--- config.mk ---
export PLATFORM = sky130hd
export DESIGN_NAME = cuv_cordic_cell
export DESIGN_NICKNAME = d
export VERILOG_FILES = /design/src/hw/rtl/cuv_pkg.sv /design/src/hw/rtl/cuv_cordic_cell.sv
export SDC_FILE = /design/constraint.sdc
export NUM_CORES = 1
export LEC_CHECK = 0
export BUFFER_PORTS_ARGS = -buffer_cell sky130_fd_sc_hd__buf_2
export CAP_MARGIN = 20
export CORE_MARGIN = 2
export CORE_UTILIZATION = 45
export CTS_CLUSTER_DIAMETER = 80
export DETAILED_ROUTE_END_ITERATION = 10
export GPL_TIMING_DRIVEN = 0
export PLACE_DENSITY_LB_ADDON = 0.1
export SETUP_SLACK_MARGIN = 0.15
export SLEW_MARGIN = 20
export SYNTH_ARGS = -nofsm -noshare
export SYNTH_HDL_FRONTEND = slang
export SYNTH_SLANG_ARGS = --single-unit
--- constraint.sdc ---
create_clock -name clock -period 7.4 [get_ports clock]
set_clock_uncertainty 0.1 [all_clocks]
set_input_delay 1.48 -clock clock [delete_from_list [all_inputs] [get_ports clock]]
set_output_delay 1.48 -clock clock [all_outputs]
set_load 0.1 [all_outputs]
--- src/hw/rtl/cuv_pkg.sv ---
`timescale 1ns / 1ps
`default_nettype none
package cuv_pkg;

   // CORDIC vector width and angle accumulator width (2^-32 turn units)
   localparam int XW = 36;
   localparam int AW = 34;

   // pi as a half turn in 2^-32 turn units
   localparam logic signed [AW-1:0] PI_TURN = 34'sd2147483648;
   localparam logic [63:0] INV_TWO_PI_Q32 = 64'd683565276;

   typedef struct packed {
      logic signed [XW-1:0] x;
      logic signed [XW-1:0] y;
      logic signed [AW-1:0] acc;
   } cuv_vec_type;

   // fields that ride along the square root chain
   typedef struct packed {
      logic signed [15:0] x;
      logic signed [15:0] z;
      logic signed [15:0] y;
   } cuv_side_type;

   // bit-serial long division, elaboration use only
   function automatic logic [63:0] udiv64(input logic [63:0] num, input logic [63:0] den);
      logic [63:0] q;
      logic [64:0] r;
      q = 64'd0;
      r = 65'd0;
      for (int b = 63; b >= 0; b--) begin
         r = {r[63:0], num[b]};
         if (r >= {1'b0, den}) begin
            r = r - {1'b0, den};
            q[b] = 1'b1;
         end
      end
      return q;
   endfunction

   // atan(2^-idx) in 2^-32 turn, by truncated arctan series
   function automatic logic [AW-1:0] stage_angle(input int unsigned idx);
      logic [63:0] acc;
      logic [63:0] term;
      logic [63:0] prod;
      int unsigned sh;
      acc = 64'd0;
      for (int unsigned k = 0; k < 32; k++) begin
         sh = idx * (2 * k + 1);
         if (idx != 0 && sh < 63) begin
            term = udiv64((64'd1 << 62) >> sh, 64'(2 * k + 1));
            if (k[0]) acc = acc - term;
            else acc = acc + term;
         end
      end
      prod = (acc >> 30) * INV_TWO_PI_Q32 + (64'd1 << 31);
      if (idx == 0) return AW'(536870912);
      return AW'(prod[63:32]);
   endfunction

endpackage
`default_nettype wire

--- src/hw/rtl/cuv_cordic_cell.sv ---
`timescale 1ns / 1ps
`default_nettype none
module cuv_cordic_cell #(
   parameter int STAGE = 0
) (
   input  logic                 clock,
   input  logic                 en,
   input  cuv_pkg::cuv_vec_type vec_i,
   output cuv_pkg::cuv_vec_type vec_o
);
   import cuv_pkg::*;

   localparam logic signed [AW-1:0] ANGLE = signed'(stage_angle(STAGE));

   logic signed [XW-1:0] dx, dy;
   cuv_vec_type vec_ff, vec_in;

   always_comb begin
      dx = vec_i.y >>> STAGE;
      dy = vec_i.x >>> STAGE;
      // rotate toward the positive x axis
      if (!vec_i.y[XW-1]) begin
         vec_in.x   = vec_i.x + dx;
         vec_in.y   = vec_i.y - dy;
         vec_in.acc = vec_i.acc + ANGLE;
      end else begin
         vec_in.x   = vec_i.x - dx;
         vec_in.y   = vec_i.y + dy;
         vec_in.acc = vec_i.acc - ANGLE;
      end
   end

   always_ff @(posedge clock) begin
      if (en) vec_ff <= vec_in;
   end

   assign vec_o = vec_ff;

endmodule
`default_nettype wire

==> results.yml <==
critical_path:
  cp-end-kind: "register"
  worst_path_largest_cell_delay_ns: 0.62
  critPathRequiredTime_ns: 7.40
  start_kind: "input port"
  slowest_cp_cell: "o311ai_1"
  path_buf_inv: 2
  critical_path_class: "input port to register"
  cp_cell_sequence: "buf_2 -> inv_1 -> ha_1 -> nor2b_1 -> o21bai_1 -> o311ai_1 -> a211oi_2 -> a31oi_1 -> a21oi_1 -> o41ai_1 -> mux2i_1 -> xor2_1"
  path_max_fanout: 6
  cp_top_family: "compound AO/OA/AOI/OAI gates"
  cp_data_arrival_time_ns: 4.95
flow_run:
  max_cap_viol_count: 0
global_route:
  number_of_antenna_violations_at_the_first_check_in_global_routing: 0
  grt_util_all_layers_pct: 28.51
  first_global_vias: 8557
  grt_first_pass_wirelength_microns: 48710
  grt_overflow: 0
  grt_start_max_net_pins: 79
cts:
  postCtsSetupRepairBufs: 0
  hold_buffers: 0
  clock_tree.buffer_depth: 2
  clock_tree_from_tritoncts: "yes"
  cts_root_buf: "clkbuf_16"
  tritoncts.num_buffers: 9
  cts.sink_count: 105
  cts.clk_slew.worst_paths_ns: 0.08
  cts-htree-levels: 3
  cts.repair.resized: 0
logic_synthesis:
  synth_nets: 1310
  sequential_area_share_after_synthesis_pct: 32.83
  number_of_enable_flip_flop_cells_after_synthesis: 105
  ys.flop_type: "edfxtp_1"
  syn-cell-area_sq_um: 9605
  ys_ff_latch: 105
  synth_cell_types: 76
  synth.yosys.warnings: 0
  syn_inst: 1086
  synth.avg_cell_area_sq_um: 8.845
  async_reset_ff_share_pct: 0
floorplan:
  chipHeight_microns: 150.1
  core_area_sq_um: 20960
  rows: 53
  floorplan.die.width_microns: 150.1
  top_level_ports: 214
  fp.dieArea_sq_um: 22530
  floorplan.initialDensity_pct: 45.84
finish:
  syn2layout_area_growth_pct: 17.99
  nFillCells: 2075
  finalNetCount: 1535
  register_area_sq_um: 3153
  largest_register_ffs: 105
  layout-drive-gt1-share_pct: 20.00
  final_design_area_no_fill_sq_um: 11330
  diodes_inserted: 0
  combined_area_of_the_multi_input_logic_cells_sq_um: 5818
detailed_routing:
  wire_length_after_detailed_routing_microns: 32970
  remaining_drc_errors: 0
  antenna_left: 0
  drtIter0Drc: 821
  vias: 9275
  average_wire_length_per_cell_after_detail_routing_microns: 20.74
  detailedRoute.firstPassIterationCount: 6
  route.detailed.vias_per_inst: 5.833
timing:
  final_min_period_over_clock_period_pct: 66.90
  tns_ns: 0
  rsz0062_at_grt: "no"
  max_slew.worst_pin.slew_ns: 1.014
  final_hold_viol_count: 0
  final_max_slew_viol_count: 0
  max_freq_ghz: 0.2020
  setup_violations: 0
  fin_crit_ns: 4.950
  slew_headroom_pct: 32.42
power:
  power.share.sequential_pct: 30.0
  power.leakage_nw: 5.095
  powerDensity_nw_per_um2: 231.6
  power_switching_share_pct: 50.74
  power_switching_w: 0.001332
  peakVddDrop_mv: 0.1051
  pwr-share-clk_pct: 18.0
  internal_power_w: 0.001293
  combinationalPowerShare_pct: 51.9
placement:
  io_buffers: 213
  detailed_place.area_sq_um: 11060
  globalplace.congestion: 0.9656
  dp.final_hpwl_microns: 26020
status:
  status: "finished clean"
worst_hold_path:
  timing.hold.worst.class: "input port to register"
## cell type report
class / count / area share (%)
inverter: 113 / 3.743
multi-input combinational: 819 / 51.34
timing repair buffer: 214 / 9.704
clock buffer: 9 / 1.987
tap: 275 / 3.036
clock inverter: 6 / 0.4637
sequential: 105 / 27.82
buffer: 49 / 1.910
## cells by family after synthesis
group                      share of synthesized area, %
buffers and inverters                             6.669
muxes                                             1.251
and+or+nand+nor                                   12.86
adders and majority gates                         15.42
xor gates and xnor gates                          6.565
DFF                                               32.83
AOI/OAI and AO/OA                                 24.41
## power groups by stage
stage                     clock [W]  combinational, W  sequential (W)
final                      0.000473           0.00136        0.000789
after global routing       0.000502           0.00143        0.000796
after CTS                  0.000483           0.00135        0.000790
after detailed placement          0           0.00135        0.000804
after global placement            0           0.00134        0.000801
after floorplan                   0          0.000433         0.00142
## Yosys cell counts, types with 13 or more instances
cell / number / share of area (%)
a21o_1: 30 / 2.3
a21oi_1: 135 / 7.0
clkbuf_1: 26 / 1.0
edfxtp_1: 105 / 33
ha_1: 112 / 15
inv_1: 109 / 4.3
nand2_1: 52 / 2.0
nand3_1: 17 / 0.89
nor2_1: 86 / 3.4
nor2b_1: 15 / 0.98
nor3_1: 23 / 1.2
o211ai_1: 13 / 1.0
o21ai_0: 61 / 3.2
o21bai_1: 26 / 2.0
xnor2_1: 59 / 5.4
xor2_1: 13 / 1.2
## worst paths after layout
kind | to | startpoint | depth (start not counted) | slack [ns]
min | vec_o[3] | vec_i[3] | 1 | 1.18
max | vec_o[99] | vec_i[35] | 12 | 2.45
## routing by layer
layer	GRT usage [%]	share of wire, %
met5	0	0
met4	11.51	3.5
met3	4.091	9.0
met2	46.16	45
met1	38.44	42
## per-stage QoR
| stage | hold slack, ns | setup slack [ns] | cells | utilization (%) | power (W) |
|---|---|---|---|---|---|
| floorplan | 1.479 | 3.286 | 1086 | - | 0.001854 |
| global placement | 1.556 | 2.180 | 1574 | 52.57 | 0.002146 |
| detailed placement | 1.558 | 2.149 | 1575 | 52.76 | 0.002150 |
| CTS | 1.173 | 2.547 | 1590 | 54.08 | 0.002624 |
| global route | 1.171 | 2.269 | 1590 | 54.08 | 0.002724 |
| finish | 1.181 | 2.450 | 1590 | 54.08 | 0.002625 |
## layout by cell type (no fill, tap or decap), types with 9 or more instances in the layout
cell type / Yosys / routed
nand3_1: 17 / 17
xnor2_1: 59 / 59
buf_2: 8 / 220
clkbuf_1: 26 / 26
nand4_1: 9 / 9
nor2b_1: 15 / 15
o211ai_1: 13 / 13
edfxtp_1: 105 / 105
nor3_1: 23 / 23
ha_1: 112 / 112
clkbuf_16: 0 / 9
inv_1: 109 / 109
mux2i_1: 12 / 12
xor2_1: 13 / 13
o21ai_0: 61 / 61
nor2_1: 86 / 86
a31oi_1: 9 / 9
a21o_1: 30 / 30
buf_1: 11 / 11
nand2b_1: 9 / 9
nand2_1: 52 / 52
a211oi_1: 9 / 9
a21oi_1: 135 / 135
o21bai_1: 26 / 26
Power figures use the tool's default switching activity.
