--- config.mk ---
export PLATFORM = sky130hd
export DESIGN_NAME = cuv_sqrt_cell
export DESIGN_NICKNAME = d
export VERILOG_FILES = /design/src/hw/rtl/cuv_pkg.sv /design/src/hw/rtl/cuv_sqrt_cell.sv
export SDC_FILE = /design/constraint.sdc
export NUM_CORES = 1
export LEC_CHECK = 0
export BUFFER_PORTS_ARGS = -buffer_cell sky130_fd_sc_hd__buf_2
export CAP_MARGIN = 25
export CORE_MARGIN = 2
export CORE_UTILIZATION = 48
export DETAILED_ROUTE_END_ITERATION = 10
export PLACE_DENSITY = 0.84
export SYNTH_ARGS = -nofsm -noshare
export SYNTH_HDL_FRONTEND = slang
export SYNTH_SLANG_ARGS = --single-unit
--- constraint.sdc ---
create_clock -name clock -period 2.9 [get_ports clock]
set_input_delay 0.145 -clock clock [delete_from_list [all_inputs] [get_ports clock]]
set_output_delay 0.145 -clock clock [all_outputs]
set_load 0.01 [all_outputs]
--- src/hw/rtl/cuv_pkg.sv ---
`timescale 1ns / 1ps
`default_nettype none
package cuv_pkg;

   // CORDIC vector width and angle accumulator width (2^-32 turn units)
   localparam int XW = 36;
   localparam int AW = 34;

   // pi as a half turn in 2^-32 turn units
   localparam logic signed [AW-1:0] PI_TURN = 34'sd2147483648;
   localparam logic [63:0] INV_TWO_PI_Q32 = 64'd683565276;

   typedef struct packed {
      logic signed [XW-1:0] x;
      logic signed [XW-1:0] y;
      logic signed [AW-1:0] acc;
   } cuv_vec_type;

   // fields that ride along the square root chain
   typedef struct packed {
      logic signed [15:0] x;
      logic signed [15:0] z;
      logic signed [15:0] y;
   } cuv_side_type;

   // bit-serial long division, elaboration use only
   function automatic logic [63:0] udiv64(input logic [63:0] num, input logic [63:0] den);
      logic [63:0] q;
      logic [64:0] r;
      q = 64'd0;
      r = 65'd0;
      for (int b = 63; b >= 0; b--) begin
         r = {r[63:0], num[b]};
         if (r >= {1'b0, den}) begin
            r = r - {1'b0, den};
            q[b] = 1'b1;
         end
      end
      return q;
   endfunction

   // atan(2^-idx) in 2^-32 turn, by truncated arctan series
   function automatic logic [AW-1:0] stage_angle(input int unsigned idx);
      logic [63:0] acc;
      logic [63:0] term;
      logic [63:0] prod;
      int unsigned sh;
      acc = 64'd0;
      for (int unsigned k = 0; k < 32; k++) begin
         sh = idx * (2 * k + 1);
         if (idx != 0 && sh < 63) begin
            term = udiv64((64'd1 << 62) >> sh, 64'(2 * k + 1));
            if (k[0]) acc = acc - term;
            else acc = acc + term;
         end
      end
      prod = (acc >> 30) * INV_TWO_PI_Q32 + (64'd1 << 31);
      if (idx == 0) return AW'(536870912);
      return AW'(prod[63:32]);
   endfunction

endpackage
`default_nettype wire

--- src/hw/rtl/cuv_sqrt_cell.sv ---
`timescale 1ns / 1ps
`default_nettype none
module cuv_sqrt_cell #(
   parameter int RW   = 29,
   parameter int BPOS = 28
) (
   input  logic                  clock,
   input  logic                  en,
   input  logic [RW-1:0]         n_i,
   input  logic [RW-1:0]         r_i,
   input  cuv_pkg::cuv_side_type side_i,
   output logic [RW-1:0]         n_o,
   output logic [RW-1:0]         r_o,
   output cuv_pkg::cuv_side_type side_o
);
   import cuv_pkg::*;

   localparam logic [RW-1:0] BIT = RW'(1) << BPOS;

   logic [RW:0]   trial;
   logic [RW-1:0] n_ff, n_in, r_ff, r_in;
   cuv_side_type  side_ff;

   always_comb begin
      trial = {1'b0, r_i} + {1'b0, BIT};
      if ({1'b0, n_i} >= trial) begin
         n_in = n_i - trial[RW-1:0];
         r_in = (r_i >> 1) + BIT;
      end else begin
         n_in = n_i;
         r_in = r_i >> 1;
      end
   end

   always_ff @(posedge clock) begin
      if (en) begin
         n_ff    <= n_in;
         r_ff    <= r_in;
         side_ff <= side_i;
      end
   end

   assign n_o    = n_ff;
   assign r_o    = r_ff;
   assign side_o = side_ff;

endmodule
`default_nettype wire

==> run_results.csv, run 1 <==
group,metric,value,unit
clock_tree,cts-root-buf,"clkbuf_8",
setup_path,crit_start,"r_i[10]",
setup_path,cp-start-kind,"primary input",
power_and_ir_drop,p_leak,3.40,nW
logic_synthesis,seq_area_frac_synth,61.8,%
status,run_status,"complete, no violations",
logic_synthesis,syn_inst,392,
power_and_ir_drop,cellPowerDensity,514,nW/um^2
floorplan,start_util,49.6,%
final_layout,final_layout_size_suffix_gt1_share,37.5,%
logic_synthesis,synth_seq_cells,106,
routing,drt_iter0_drc,282,
global_route,grt_pass1_wl,24500,um
routing,vias_per_cell,5.36,
timing,finalCritPeriodShare,93.4,%
routing,route.vias.total,4561,
routing,wl,16500,um
global_route,grt_pass1_vias,4570,
global_route,grt_overflow,0,
clock_tree,numCtsBuffers,9,
clock_tree,cts_sinks,106,
final_layout,final_common_cell,"buf_2",
logic_synthesis,yosys.area.top_type_share,61.8,%
final_layout,diodes,0,
min_path,min_path_type,"primary input to flip-flop",
timing,clock.fmax,0.369,GHz
timing,slew_viol_final,0,
logic_synthesis,synth.avg_cell_area,13.1,um^2
logic_synthesis,synth-edff-count,106,
final_layout,nNetsFinal,849,
placement,dp_worst_setup_slack,-189,ps
global_route,grt_usage,27.9,%
placement,place_congestion,0.906,
final_layout,postLayoutCellArea,7560,um^2
final_layout,fin_util,72.9,%
timing,hold_violations,0,
setup_path,crit_type,"primary input to flip-flop",
floorplan,fp.dieH,108,um
clock_tree,cts.repair.resized,0,
floorplan,dieArea,11600,um^2
floorplan,row_count,37,
run,max-cap-violations,0,
routing,drc_errors,0,
setup_path,worstSetupEndpoint,"n_o[27]",
floorplan,io_pins,214,
placement,placed_area,6570,um^2
logic_synthesis,ys_types,49,
clock_tree,clk_pin_slew_worst_paths,100,ps
global_route,grt_max_degree,55,
floorplan,die_x,108,um
clock_tree,clockBufferDepth,2,
logic_synthesis,async_flop_share,0,%
clock_tree,cts_tree,"built",
timing,setup_tns,0,ps
routing,drtPass1Iterations,5,
logic_synthesis,yosysWarnings,0,
final_layout,area_growth,46.9,%
timing,relSlewSlack,37.0,%
setup_path,end_kind,"flip-flop",
routing,postRouteAntennaNets,0,
timing,rsz0062_at_grt,"false",
timing,hold_slack,69.1,ps
logic_synthesis,synth_fp_nets,531,
placement,dp_hpwl,10500,um
logic_synthesis,yosysTopAreaCell,"edfxtp_1",
setup_path,cp.required,3090,ps
placement,place.port_buffers,213,
floorplan,core_area,10400,um^2
setup_path,crit_arrival,2900,ps
timing,tightest_slew,941,ps
logic_synthesis,ys.flop_type,"edfxtp_1",
clock_tree,cts_max_level,3,
global_route,antenna_found_initial,0,
setup_path,cp_max_fo,30,
timing,setup_violations,0,
timing,period_needed,2710,ps
logic_synthesis,ys_top_cells_by_area,"edfxtp_1 (62%), ha_1 (7.3%), a21oi_1 (4.0%)",
routing,wl_per_cell,19.3,um
final_layout,final_cell_mix,"buf_2 (212), edfxtp_1 (106), dlygate4sd3_1 (76), a21oi_1 (41), inv_1 (32)",
power_and_ir_drop,vdd_drop_max,0.280,mV
logic_synthesis,syn-cell-area,5150,um^2
timing,fin_ws,192,ps
stage by stage:
stage	total power [mW]	instances
2_1_floorplan	2.35	392
3_3_place_gp	2.71	759
3_5_place_dp	2.74	759
4_1_cts	3.86	850
5_1_grt	4.03	851
6_report	3.88	851
kinds of logic after synthesis:
kind of cell | after synthesis | share of synthesized area [%]
xor+xnor | 25 | 4.25
compound gates | 101 | 13.1
flops | 106 | 61.8
simple gates | 75 | 7.22
mux | 10 | 2.19
buf+inv | 44 | 3.69
fa+ha+maj | 31 | 7.68
flip-flops by register name (all words and copies together), names as in the netlist:
name and cells:
n_o 29, r_o 29, side_o 48
worst min path at each step:
stage | startpoint | endpoint | slack, ps | depth (start not counted)
after floorplan | r_i[1] | r_o[0] | 240 | 0
after global placement | side_i[46] | side_o[46] | 320 | 1
after detailed placement | side_i[47] | side_o[47] | 320 | 1
after CTS | r_i[28] | r_o[27] | 2 | 1
after global routing | n_i[7] | n_o[7] | 60 | 2
final | n_i[11] | n_o[11] | 70 | 2
metal layers:
| metal | GRT usage (%) | up-vias | part of all wire (%) |
|---|---|---|---|
| li1 | - | 2109 | - |
| met1 | 31.6 | 2159 | 36 |
| met2 | 51.3 | 262 | 53 |
| met3 | 7.51 | 31 | 9.2 |
| met4 | 8.24 | 0 | 2.2 |
| met5 | 0 | - | 0 |
area by class of cell:
| class | count | area (um^2) |
|---|---|---|
| fillers | 682 | 2810 |
| clock inverters | 7 | 113 |
| inverters | 32 | 120 |
| flip-flops and latches | 106 | 3180 |
| well taps | 136 | 170 |
| clock buffers | 9 | 124 |
| repair buffers | 319 | 2080 |
| multi-input cells | 242 | 1770 |
power by group:
group          switching, mW  internal [mW]  leakage [nW]
clock                  0.557          0.503         0.114
combinational          0.498          0.435          2.25
sequential            0.0450           1.85          1.04
worst max-delay path: stages:
cell	delay, ps
buf_2	80
inv_1	40
ha_1	280
nand2_1	70
or3_1	410
o211a_2	310
o221ai_4	190
a21oi_2	100
o21ai_4	730
buf_12	240
nor2_1	60
a31oi_1	230
synthesized netlist by cell type (6+ instances only):
cell	n
edfxtp_1	106
a21oi_1	41
inv_1	32
nor2_1	31
ha_1	30
a21o_1	16
xnor2_1	14
nand2_1	13
xor2_1	11
mux2_1	10
o21ai_0	9
and3_1	7
nand4_1	7
a31oi_1	6
clkbuf_1	6
timing repair:
| action | in CTS | in global routing |
|---|---|---|
| buffers inserted | 0 | 0 |
| setup endpoints to repair | 0 | 1 |
| hold endpoints to repair | 75 | 1 |
| hold buffers | 75 | 1 |
(Power assumes the default switching activity.)
==> run 2, diff against run 1 <==
clock period = 3.1 ns   (was 2.9 ns; I/O delays follow)
==> run_results.csv, run 2 (synthesized netlist as in run 1, its figures left out) <==
group,metric,value,unit
setup_path,crit_arrival,3140,ps
power_and_ir_drop,combinationalPowerShare,23.7,%
status,run_status,"complete, no violations",
power_and_ir_drop,clkPwrFrac,28.5,%
clock_tree,cts_sinks,106,
run,max-cap-violations,0,
power_and_ir_drop,p_sw,1.02,mW
final_layout,instances_no_fill,849,
min_path,min_path_type,"primary input to flip-flop",
placement,place_congestion,0.847,
routing,vias_per_cell,5.45,
final_layout,area_growth,46.8,%
timing,relSlewSlack,43.6,%
floorplan,fp.dieH,108,um
routing,routed-wl-met3,1450,um
routing,drtPass1Iterations,5,
global_route,grt_overflow,0,
global_route,antenna_found_initial,0,
floorplan,core_area,10400,um^2
global_route,grt_usage,28.4,%
final_layout,final_layout_size_suffix_gt1_share,37.2,%
timing,period_needed,3000,ps
min_path,min_path_cells,2,
placement,numPlacedInstances,752,
power_and_ir_drop,seqPwrFrac,47.8,%
clock_tree,cts-root-buf,"clkbuf_8",
setup_path,cp.required,3240,ps
power_and_ir_drop,internal_power,2.68,mW
clock_tree,clockBufferDepth,2,
setup_path,end_kind,"flip-flop",
final_layout,regArea,3180,um^2
timing,slew_viol_final,0,
final_layout,multi_input_area,1790,um^2
floorplan,io_pins,214,
timing,tightest_slew,846,ps
routing,met1Wirelength,6170,um
timing,finalCritPeriodShare,96.7,%
routing,wl,17100,um
final_layout,nNetsFinal,847,
power_and_ir_drop,p_leak,3.40,nW
placement,dp_worst_setup_slack,-102,ps
final_layout,final_cell_mix,"buf_2 (212), edfxtp_1 (106), dlygate4sd3_1 (76), a21oi_1 (41), inv_1 (32)",
routing,wl_per_cell,20.2,um
routing,drc_errors,0,
power_and_ir_drop,p_sw_share,27.6,%
clock_tree,cts_tree,"built",
placement,dp_hpwl,10600,um
routing,drt_iter0_drc,377,
routing,top_layer,"met4",
final_layout,final_common_cell,"buf_2",
placement,place.port_buffers,213,
global_route,grt_max_degree,58,
floorplan,die_x,108,um
setup_path,cp-start-kind,"primary input",
clock_tree,cts_max_level,3,
routing,postRouteAntennaNets,0,
timing,setup_violations,0,
floorplan,dieArea,11600,um^2
power_and_ir_drop,vdd_drop_max,0.335,mV
global_route,grt_pass1_vias,4724,
setup_path,crit_type,"primary input to flip-flop",
final_layout,largest_reg_flops,48,
setup_path,crit_start,"r_i[1]",
timing,hold_slack,61.6,ps
floorplan,start_util,49.6,%
routing,route.vias.total,4624,
clock_tree,numCtsBuffers,9,
timing,fin_ws,101,ps
clock_tree,clk_pin_slew_worst_paths,110,ps
timing,hold_violations,0,
timing,clock.fmax,0.333,GHz
floorplan,row_count,37,
final_layout,diodes,0,
power_and_ir_drop,cellPowerDensity,490,nW/um^2
routing,wl_met2,8990,um
setup_path,cp_max_fo,3,
final_layout,fillers,679,
min_path,hp-start,"n_i[11]",
global_route,grt_pass1_wl,24700,um
==> run 2: cell count changes in the layout (fill, tap and decap cells not counted), sizes merged <==
cell | previous run | this run
clkbuf | 9 | 10
clkinv | 3 | 0
inv | 33 | 35
o21ai | 12 | 13
clkinvlp | 1 | 0
bufinv | 2 | 3
buf | 243 | 240
==> run 2: final cells by class <==
cell class                 instances  share of cell area [%]
clock buffer                      10                    1.69
multi-input combinational        243                    23.7
clock inverter                     6                    1.57
timing repair buffer             316                    27.1
sequential                       106                    42.1
tap                              136                    2.25
inverter                          32                    1.59
==> run 2: metrics by stage <==
stage | area (um^2) | TNS, ps | power (mW) | util [%]
2_1_floorplan | 5150 | 0 | 2.20 | -
3_3_place_gp | 6490 | 0 | 2.52 | 62.6
3_5_place_dp | 6490 | -1310 | 2.55 | 62.6
4_1_cts | 7500 | 0 | 3.65 | 72.3
5_1_grt | 7550 | -9.35 | 3.84 | 72.9
6_report | 7550 | 0 | 3.70 | 72.9
==> run 2: repair_timing <==
| item | 4_1_cts | 5_1_grt |
|---|---|---|
| buffers inserted | 0 | 4 |
| hold endpoints to repair | 76 | 0 |
| resized for setup | 0 | 1 |
| hold buffers | 76 | 0 |
| setup endpoints to repair | 0 | 19 |
==> run 2: final timing paths <==
kind	endpoint	slack (ps)
max	n_o[16]	100
min	n_o[11]	60
==> run 2: critical path, cell delays in order <==
cell and delay [ps]:
dlygate4sd3_1 530, buf_2 140, inv_1 80, fa_1 440
a21o_1 200, a221oi_2 280, o211a_2 260, buf_4 140
o21ai_0 120, a21o_1 220, a21oi_1 170, xnor2_1 90
mux2_1 300
==> run 2: power groups by stage <==
stage / Sequential (mW) / Clock [mW] / Combinational, mW
final: 1.77 / 1.06 / 0.878
after global routing: 1.78 / 1.12 / 0.943
after CTS: 1.76 / 1.05 / 0.835
after detailed placement: 1.79 / 0 / 0.754
after global placement: 1.79 / 0 / 0.729
after floorplan: 1.86 / 0 / 0.336
==> run 2: per-layer routing <==
layer | track usage (%) | vias to the layer above
met3 | 8.72 | 42
met5 | 0 | -
met4 | 11.7 | 0
met2 | 51.3 | 263
li1 | - | 2105
met1 | 30.7 | 2214
==> run 3, diff against run 2 <==
RECOVER_POWER = 100   (was not set)
==> run_results.csv, run 3 (synthesized netlist as in run 1, its figures left out) <==
group,metric,value,unit
status,run_status,"complete, no violations",
power_and_ir_drop,clkPwrFrac,28.6,%
final_layout,final_cell_mix,"clkbuf_1 (140), edfxtp_1 (106), dlygate4sd3_1 (76), buf_2 (75), a21oi_1 (41)",
floorplan,dieArea,11600,um^2
floorplan,start_util,49.6,%
floorplan,row_count,37,
routing,route.vias.total,4639,
clock_tree,clockBufferDepth,2,
setup_path,cp-start-kind,"primary input",
global_route,antenna_found_initial,0,
power_and_ir_drop,vdd_drop_max,0.331,mV
final_layout,largest_reg_flops,48,
floorplan,fp.dieH,108,um
timing,clock.fmax,0.326,GHz
timing,period_needed,3060,ps
placement,dp_worst_setup_slack,-102,ps
routing,vias_per_cell,5.46,
placement,dp_hpwl,10600,um
global_route,grt_max_degree,58,
power_and_ir_drop,combinationalPowerShare,22.8,%
setup_path,crit_type,"primary input to flip-flop",
clock_tree,cts_max_level,3,
final_layout,nNetsFinal,847,
routing,wl_per_cell,20.2,um
timing,slew_viol_final,0,
setup_path,crit_arrival,3280,ps
power_and_ir_drop,p_leak,3.01,nW
clock_tree,cts-root-buf,"clkbuf_8",
power_and_ir_drop,p_sw,1.02,mW
routing,drc_errors,0,
timing,tightest_slew,1460,ps
run,max-cap-violations,0,
min_path,min_path_cells,2,
routing,drt_iter0_drc,341,
power_and_ir_drop,p_sw_share,27.9,%
setup_path,cp.required,3310,ps
final_layout,final_common_cell,"clkbuf_1",
global_route,grt_pass1_wl,24700,um
placement,place_congestion,0.847,
final_layout,diodes,0,
final_layout,area_growth,43.1,%
setup_path,end_kind,"flip-flop",
routing,drtPass1Iterations,5,
timing,relSlewSlack,2.62,%
clock_tree,clk_pin_slew_worst_paths,110,ps
power_and_ir_drop,seqPwrFrac,48.5,%
power_and_ir_drop,cellPowerDensity,497,nW/um^2
final_layout,final_layout_size_suffix_gt1_share,17.7,%
floorplan,core_area,10400,um^2
global_route,grt_usage,28.4,%
placement,place.port_buffers,213,
setup_path,cp_max_fo,4,
global_route,grt_pass1_vias,4724,
timing,fin_ws,35.7,ps
final_layout,fin_util,71.1,%
floorplan,io_pins,214,
timing,hold_violations,0,
clock_tree,cts_sinks,106,
routing,wl,17200,um
min_path,min_path_type,"primary input to flip-flop",
routing,postRouteAntennaNets,0,
timing,finalCritPeriodShare,98.8,%
timing,setup_violations,0,
power_and_ir_drop,internal_power,2.64,mW
global_route,grt_overflow,0,
timing,hold_slack,63.6,ps
clock_tree,numCtsBuffers,9,
clock_tree,cts_tree,"built",
floorplan,die_x,108,um
run 3: changes by cell type in the layout (fill, tap and decap cells not counted):
cell	delta
buf_2	-137
buf_4	-6
clkbuf_1	+139
clkbuf_2	+3
clkbuf_4	+1
run 3: power by group through the flow:
stage	logic, mW	registers (mW)	clock network (mW)
2_1_floorplan	0.336	1.86	0
3_3_place_gp	0.729	1.79	0
3_5_place_dp	0.754	1.79	0
4_1_cts	0.835	1.76	1.05
5_1_grt	0.901	1.79	1.12
6_report	0.836	1.78	1.05
run 3: area by class of cell:
cell class | instances | area, um^2
inverter | 32 | 120
clock inverter | 6 | 119
timing repair buffer | 316 | 1860
tap | 136 | 170
clock buffer | 10 | 128
sequential | 106 | 3180
fill | 767 | 3000
multi-input combinational | 243 | 1790
run 3: metrics by stage:
stage | total power [mW] | TNS [ps] | area [um^2] | cells
detailed placement | 2.55 | -1310 | 6490 | 752
global placement | 2.52 | 0 | 6490 | 752
global route | 3.80 | -255 | 7370 | 849
finish | 3.66 | 0 | 7370 | 849
floorplan | 2.20 | 0 | 5150 | 392
CTS | 3.65 | 0 | 7500 | 844
run 3: path summary, 6_finish.rpt:
check                    from  endpoint  slack [ps]
worst max-delay path   r_i[3]   n_o[27]          40
worst min-delay path  n_i[11]   n_o[11]          60
run 3: routing by layer:
metal	track usage, %	vias up	share of wire (%)
li1	-	2106	-
met1	30.7	2216	36
met2	51.3	260	52
met3	8.72	57	8.5
met4	11.7	0	3.4
met5	0	-	0
run 3: worst max-delay path, cell delays in order:
cell and delay, ps:
dlygate4sd3_1 520, clkbuf_1 130, inv_1 50, ha_1 290, clkbuf_2 170, o21ai_0 120
a21oi_1 270, nor4_2 110, o31a_1 370, o21ai_1 340, a211oi_1 150, or3_1 370
a31oi_1 230
run 3: what timing repair did:
action	in CTS	in global routing
hold buffers	76	0
setup endpoints to repair	0	19
buffers inserted	0	4
endpoints found under the hold margin	76	0
resized for setup	0	1
